### src/rtl/otsh_pkg.sv
// shared types and constants for the object type/size header encoder
// no dependencies; used by the interfaces and every module of the block
package otsh_pkg;

    localparam int TypeW      = 3;
    localparam int SizeW      = 64;
    localparam int FirstBits  = 4;
    localparam int GroupBits  = 7;
    localparam int RemW       = SizeW - FirstBits;
    localparam int IndexW     = 4;
    localparam int MaxBytes   = 10;

    localparam logic [FirstBits-1:0] FirstSizeMask = 4'hf;
    localparam logic [7:0]           ContFlag      = 8'h80;
    localparam logic [GroupBits-1:0] GroupMask     = 7'h7f;
    localparam logic [TypeW-1:0]     TypeBad       = 3'd0;

    typedef struct packed {
        logic [TypeW-1:0] type_code;
        logic [SizeW-1:0] object_size;
    } t_in_item;

    typedef struct packed {
        logic [7:0]        header_byte;
        logic [IndexW-1:0] byte_index;
        logic              last_byte;
        logic              bad_type;
    } t_out_item;

    // controller to datapath
    typedef struct packed {
        logic load;
        logic advance;
    } t_dp_cmd;

    // datapath to controller
    typedef struct packed {
        logic last;
    } t_dp_status;

endpackage

### src/rtl/otsh_if.sv
// valid/ready channel interfaces for the header encoder input and output
// depends on otsh_pkg for the payload types
interface otsh_in_if;
    logic               valid;
    logic               ready;
    otsh_pkg::t_in_item payload;

    modport source (output valid, output payload, input ready);
    modport sink   (input valid, input payload, output ready);
endinterface

interface otsh_out_if;
    logic                valid;
    logic                ready;
    otsh_pkg::t_out_item payload;

    modport source (output valid, output payload, input ready);
    modport sink   (input valid, input payload, output ready);
endinterface

### src/rtl/otsh_ctrl.sv
// controller for the header encoder: handshakes and byte sequencing
// depends on otsh_pkg; drives the datapath through t_dp_cmd
module otsh_ctrl (
    input  logic                 i_clk,
    input  logic                 i_rst_n,
    input  logic                 i_in_valid,
    output logic                 o_in_ready,
    output logic                 o_out_valid,
    input  logic                 i_out_ready,
    input  otsh_pkg::t_dp_status i_status,
    output otsh_pkg::t_dp_cmd    o_cmd
);

    localparam logic StIdle = 1'b0;
    localparam logic StEmit = 1'b1;

    logic r_state;
    logic n_state;
    logic out_fire;
    logic in_fire;

    assign o_out_valid = (r_state == StEmit);
    assign out_fire    = o_out_valid && i_out_ready;
    // the final byte leaving frees the block for the next transaction
    assign o_in_ready  = (r_state == StIdle) || (out_fire && i_status.last);
    assign in_fire     = i_in_valid && o_in_ready;

    assign o_cmd.load    = in_fire;
    assign o_cmd.advance = out_fire && !i_status.last;

    always_comb begin
        n_state = r_state;
        if (in_fire) begin
            n_state = StEmit;
        end else if (out_fire && i_status.last) begin
            n_state = StIdle;
        end
    end

    always_ff @(posedge i_clk) begin
        if (!i_rst_n) begin
            r_state <= StIdle;
        end else begin
            r_state <= n_state;
        end
    end

    a_load_emits: assert property (@(posedge i_clk) disable iff (!i_rst_n)
        o_cmd.load |=> o_out_valid)
        else $error("no output after accepted transaction");

    a_no_load_busy: assert property (@(posedge i_clk) disable iff (!i_rst_n)
        (o_out_valid && !(i_out_ready && i_status.last)) |-> !o_cmd.load)
        else $error("load while header still in flight");

    a_hold_stall: assert property (@(posedge i_clk) disable iff (!i_rst_n)
        (o_out_valid && !i_out_ready) |=> o_out_valid)
        else $error("output dropped during stall");

endmodule

### src/rtl/otsh_dp.sv
// datapath for the header encoder: remaining size, current byte, index
// depends on otsh_pkg; commanded by otsh_ctrl
module otsh_dp (
    input  logic                 i_clk,
    input  logic                 i_rst_n,
    input  otsh_pkg::t_dp_cmd    i_cmd,
    input  otsh_pkg::t_in_item   i_item,
    output otsh_pkg::t_dp_status o_status,
    output otsh_pkg::t_out_item  o_item
);

    logic [otsh_pkg::RemW-1:0]      r_rem;
    logic [otsh_pkg::RemW-1:0]      n_rem;
    logic [otsh_pkg::GroupBits-1:0] r_data;
    logic [otsh_pkg::GroupBits-1:0] n_data;
    logic [otsh_pkg::IndexW-1:0]    r_index;
    logic [otsh_pkg::IndexW-1:0]    n_index;
    logic                           r_last;
    logic                           n_last;
    logic                           r_bad;
    logic                           n_bad;
    logic                           type_bad;
    logic [otsh_pkg::RemW-1:0]      shifted;

    assign type_bad = (i_item.type_code == otsh_pkg::TypeBad);
    assign shifted  = r_rem >> otsh_pkg::GroupBits;

    always_comb begin
        n_rem   = r_rem;
        n_data  = r_data;
        n_index = r_index;
        n_last  = r_last;
        n_bad   = r_bad;
        if (i_cmd.load) begin
            n_index = '0;
            n_bad   = type_bad;
            if (type_bad) begin
                n_rem  = '0;
                n_data = '0;
                n_last = 1'b1;
            end else begin
                n_rem  = i_item.object_size[otsh_pkg::SizeW-1:otsh_pkg::FirstBits];
                n_data = {i_item.type_code,
                          i_item.object_size[otsh_pkg::FirstBits-1:0]
                          & otsh_pkg::FirstSizeMask};
                n_last = (n_rem == '0);
            end
        end else if (i_cmd.advance) begin
            n_data  = r_rem[otsh_pkg::GroupBits-1:0] & otsh_pkg::GroupMask;
            n_rem   = shifted;
            n_index = r_index + 1'b1;
            n_last  = (shifted == '0);
        end
    end

    always_ff @(posedge i_clk) begin
        if (!i_rst_n) begin
            r_index <= '0;
            r_last  <= 1'b1;
            r_bad   <= 1'b0;
        end else begin
            r_index <= n_index;
            r_last  <= n_last;
            r_bad   <= n_bad;
        end
    end

    always_ff @(posedge i_clk) begin
        r_rem  <= n_rem;
        r_data <= n_data;
    end

    assign o_status.last      = r_last;
    assign o_item.header_byte = {1'b0, r_data} | (r_last ? 8'h00 : otsh_pkg::ContFlag);
    assign o_item.byte_index  = r_index;
    assign o_item.last_byte   = r_last;
    assign o_item.bad_type    = r_bad;

    a_bad_is_last: assert property (@(posedge i_clk) disable iff (!i_rst_n)
        r_bad |-> (r_last && r_index == '0 && r_data == '0))
        else $error("bad type header not a single zero byte");

    a_index_range: assert property (@(posedge i_clk) disable iff (!i_rst_n)
        r_index <= otsh_pkg::IndexW'(otsh_pkg::MaxBytes - 1))
        else $error("byte index past end of header");

    a_advance_step: assert property (@(posedge i_clk) disable iff (!i_rst_n)
        (i_cmd.advance && !i_cmd.load) |=> (r_index == $past(r_index) + 1'b1))
        else $error("byte index did not step");

endmodule

### src/rtl/object_type_size_header_encoder.sv
// Object type/size header encoder. Each input transaction (type code, 64-bit
// size) becomes a header of 1 to 10 output transactions, one byte each, with
// the index of the byte and a last flag. A type code of zero yields a single
// zero byte with bad_type and last set. Bytes leave one per cycle while the
// sink is ready; the next input is taken in the cycle its predecessor's last
// byte is taken, which makes the byte sequencer the rate limit at one header
// byte per cycle.
// depends on otsh_pkg, otsh_if, otsh_ctrl and otsh_dp
module object_type_size_header_encoder (
    input  logic            i_clk,
    input  logic            i_rst_n,
    otsh_in_if.sink         i_in,
    otsh_out_if.source      o_out
);

    otsh_pkg::t_dp_cmd    cmd;
    otsh_pkg::t_dp_status status;

    otsh_ctrl u_ctrl (
        .i_clk       (i_clk),
        .i_rst_n     (i_rst_n),
        .i_in_valid  (i_in.valid),
        .o_in_ready  (i_in.ready),
        .o_out_valid (o_out.valid),
        .i_out_ready (o_out.ready),
        .i_status    (status),
        .o_cmd       (cmd)
    );

    otsh_dp u_dp (
        .i_clk    (i_clk),
        .i_rst_n  (i_rst_n),
        .i_cmd    (cmd),
        .i_item   (i_in.payload),
        .o_status (status),
        .o_item   (o_out.payload)
    );

endmodule
### src/flat_wrapper.sv
// flat-port wrapper written by rule: the top's interface ports become plain ports
module object_type_size_header_encoder_flat 
  (i_clk, i_rst_n, i_in_valid, i_in_payload, i_in_ready, o_out_valid, o_out_payload, o_out_ready);
  otsh_in_if i_in_i ();
  otsh_out_if o_out_i ();
  input  logic i_clk;
  input  logic i_rst_n;
  input wire logic [$bits(i_in_i.valid)-1:0] i_in_valid;
  input wire logic [$bits(i_in_i.payload)-1:0] i_in_payload;
  output wire logic [$bits(i_in_i.ready)-1:0] i_in_ready;
  output wire logic [$bits(o_out_i.valid)-1:0] o_out_valid;
  output wire logic [$bits(o_out_i.payload)-1:0] o_out_payload;
  input wire logic [$bits(o_out_i.ready)-1:0] o_out_ready;
  assign i_in_i.valid = i_in_valid;
  assign i_in_i.payload = i_in_payload;
  assign i_in_ready = i_in_i.ready;
  assign o_out_valid = o_out_i.valid;
  assign o_out_payload = o_out_i.payload;
  assign o_out_i.ready = o_out_ready;
  object_type_size_header_encoder u_core (.i_clk(i_clk), .i_rst_n(i_rst_n), .i_in(i_in_i), .o_out(o_out_i));
endmodule
### config.mk
export PLATFORM = sky130hd
export DESIGN_NAME = object_type_size_header_encoder_flat
export DESIGN_NICKNAME = d
export VERILOG_FILES = /design/src/rtl/otsh_pkg.sv /design/src/rtl/otsh_if.sv /design/src/rtl/otsh_ctrl.sv /design/src/rtl/otsh_dp.sv /design/src/rtl/object_type_size_header_encoder.sv /design/src/flat_wrapper.sv
export SDC_FILE = /design/constraint.sdc
export NUM_CORES = 1
export LEC_CHECK = 0
export ABC_AREA = 0
export BUFFER_PORTS_ARGS = -buffer_cell sky130_fd_sc_hd__buf_2
export CAP_MARGIN = 40
export CORE_ASPECT_RATIO = 1.75
export CORE_MARGIN = 3
export CORE_UTILIZATION = 30
export CTS_CLUSTER_SIZE = 24
export DETAILED_ROUTE_END_ITERATION = 10
export GPL_ROUTABILITY_DRIVEN = 0
export HOLD_SLACK_MARGIN = 0.02
export PLACE_DENSITY_LB_ADDON = 0.3
export SYNTH_ARGS = -nofsm -noshare
export SYNTH_HDL_FRONTEND = slang
export SYNTH_HIERARCHICAL = 1
export SYNTH_SLANG_ARGS = --single-unit
export TNS_END_PERCENT = 5
### constraint.sdc
create_clock -name i_clk -period 2.2 [get_ports i_clk]
set_clock_uncertainty 0.05 [all_clocks]
set_input_delay 0.11 -clock i_clk [delete_from_list [all_inputs] [get_ports i_clk]]
set_output_delay 0.11 -clock i_clk [all_outputs]
set_load 0.02 [all_outputs]
==> metrics.yaml <==
worst_setup_path:
  cp-start-kind: "primary input"
  endpoint_kind: "flop"
  rrSetupSlack_ns: 0.40
  worstPathArrival_ns: 2.15
  worstSetupPathType: "primary input to flop"
  worstPathMaxFanout: 2
  required_ns: 2.41
global_routing:
  grt.overflow.total: 0
  use_met1: 0.177
  grt_pass1_vias: 2842
  grt-busiest-layer: "met2"
  antenna_found_initial: 0
  grt_use_met3: 0.0377
  grt_max_degree: 68
  grt_pass1_wl_um: 14500
  grtUsageTotal: 0.151
  gr-usage-met2: 0.255
floorplan:
  io_pins: 87
  rows: 51
  die_h_um: 149
  initial_utilization: 0.310
  fp.dieArea_um2: 13000
  die_w_um: 87.5
  core_um2: 11200
sta:
  setup_ws_ns: 0.260
  finalHoldViolCount: 0
  fmax_ghz: 0.516
  maxSlewHeadroom: 0.676
  setup_viol: 0
  rsz0062_at_grt: "false"
  period_share: 0.882
  post-route-min-period_ns: 1.94
  setup_tns_ns: 0
  drv_slew: 0
  worst_pin_slew_ns: 0.482
power:
  power_density_nw_per_um2: 791
  power.leakage_uw: 0.00188
  peakVddDrop_v: 0.000458
synth:
  synth_area_leader_cell: "edfxtp_1"
  synth_warnings: 6
  avgSynthCellArea_um2: 10.3
  postSynth.asyncResetShare: 0
  yosysSeqAreaShare: 0.618
  synth.cell_area_um2: 3480
  yosysTopAreaCellShare: 0.578
  syn_nets: 409
  syn_inst: 337
  synth_edf_count: 67
  synth-main-ff-cell: "edfxtp_1"
  yosysUniqueCellTypes: 32
  synth-seq-cells: 74
  synthTopCellsByArea: "edfxtp_1 58%, o21ai_0 8.3%, inv_1 6.5%"
detailed_routing:
  ant_nets: 0
  viasPerCell: 4.79
  drc: 0
  first_pass_iters: 4
  drt_iter0_markers: 131
  wl_per_cell_um: 16.3
  vias: 2757
  wirelength_um: 9380
clocking:
  cts_sinks: 74
  cts.repair.resized: 0
  clock_path_buffers: 2
  cts_setup_buffers: 0
  clk-insertion-delay-late_ns: 0.34
  cts_root_buf: "clkbuf_16"
  cts_tree: "built"
  clkSlewWorstSetupHoldPaths_ns: 0.05
  numCtsBuffers: 9
  htree_levels: 3
layout:
  final_cell_mix: "86 x buf_2, 67 x edfxtp_1, 60 x inv_1"
  diodes: 0
  nets: 511
  drive_above_1_share: 0.266
  fill_cells: 1124
  syn_to_final_growth_pct: 28.8
  final_common_cell: "buf_2"
placement:
  dp_hpwl_um: 6960
  io_buffers: 86
  pre_cts_slack_ns: 0.428
min_path:
  hold_path_class: "primary input to flop"
job:
  maxCapViolCount: 0
outcome:
  status: "completed"
[state kept, by name, summed over array words and instances, names as in the netlist]
name	flops
u_core/u_dp/r_rem	60
u_core/u_dp/r_data	7
u_core/u_dp/r_index	4
u_core/u_ctrl/o_out_valid	1
u_core/u_dp/o_status	1
u_core/u_dp/r_bad	1
[per-layer routing]
metal	wire length, um	up-vias
met5	0	-
met2	4950	94
met3	553	15
met1	3600	1287
li1	-	1361
met4	270	0
[synth_stat cells, types with 2 or more instances]
| cell type | instances |
|---|---|
| o21ai_0 | 58 |
| or4_1 | 2 |
| buf_2 | 2 |
| xor2_1 | 2 |
| mux2_2 | 3 |
| buf_4 | 3 |
| clkbuf_1 | 11 |
| nand3_1 | 2 |
| nand2_1 | 59 |
| nor2_1 | 6 |
| inv_1 | 60 |
| nand4_1 | 7 |
| and2_1 | 7 |
| nor4_1 | 25 |
| edfxtp_1 | 67 |
| dfxtp_1 | 7 |
[stage by stage]
step           utilization  cell area (um^2)  hold WS (ns)  std cells  power, uW
2_1_floorplan            -              3490         0.175        337       2040
5_1_grt              0.400              4490        0.0361        576       3710
3_5_place_dp         0.363              4080         0.300        545       2250
4_1_cts              0.400              4490        0.0200        576       3580
3_3_place_gp         0.363              4080         0.293        545       2240
6_report             0.400              4490        0.0252        576       3550
[critical path, stage by stage]
cell and delay [ns]:
dlygate4sd3_1 0.54, buf_2 0.13, nor4_1 0.44, buf_4 0.20, nand4_1 0.09, or4_1 0.43, a32oi_1 0.20
[worst paths after layout]
path / endpoint / cells after the start / startpoint
worst max-delay path: u_core/u_dp/o_status / 7 / i_in_payload[10]
worst min-delay path: u_core/u_dp/r_rem[53] / 2 / i_in_payload[57]
worst max register to register: u_core/u_dp/o_status / 4 / u_core/u_dp/r_rem[37]
worst min register to register: u_core/u_dp/r_bad / 2 / u_core/u_dp/r_bad
[power breakdown]
part	internal [uW]	switching [uW]	total, uW
logic	179	270	449
registers	1720	76.7	1790
clock network	753	553	1310
[what timing repair did]
| item | 4_1_cts | 5_1_grt |
|---|---|---|
| endpoints found under the hold margin | 15 | 0 |
| endpoints found under the setup margin | 0 | 0 |
| hold buffers | 15 | 0 |
[cell families after synthesis]
logic type      after synthesis  synth area share
fa+ha+maj                     1           0.00359
xor+xnor                      3           0.00754
simple gates                114             0.170
flops                        74             0.618
compound gates               63            0.0955
buf+inv                      78            0.0930
mux                           4            0.0126
[layout make-up]
cell class,count,area (um^2),area share
clock buffer,10,229,0.0510
inverter,60,225,0.0502
sequential,74,2150,0.480
clock inverter,6,33.8,0.00753
multi-input combinational,185,1020,0.227
timing repair buffer,109,666,0.148
tap,132,165,0.0368
(Power assumes the default switching activity.)
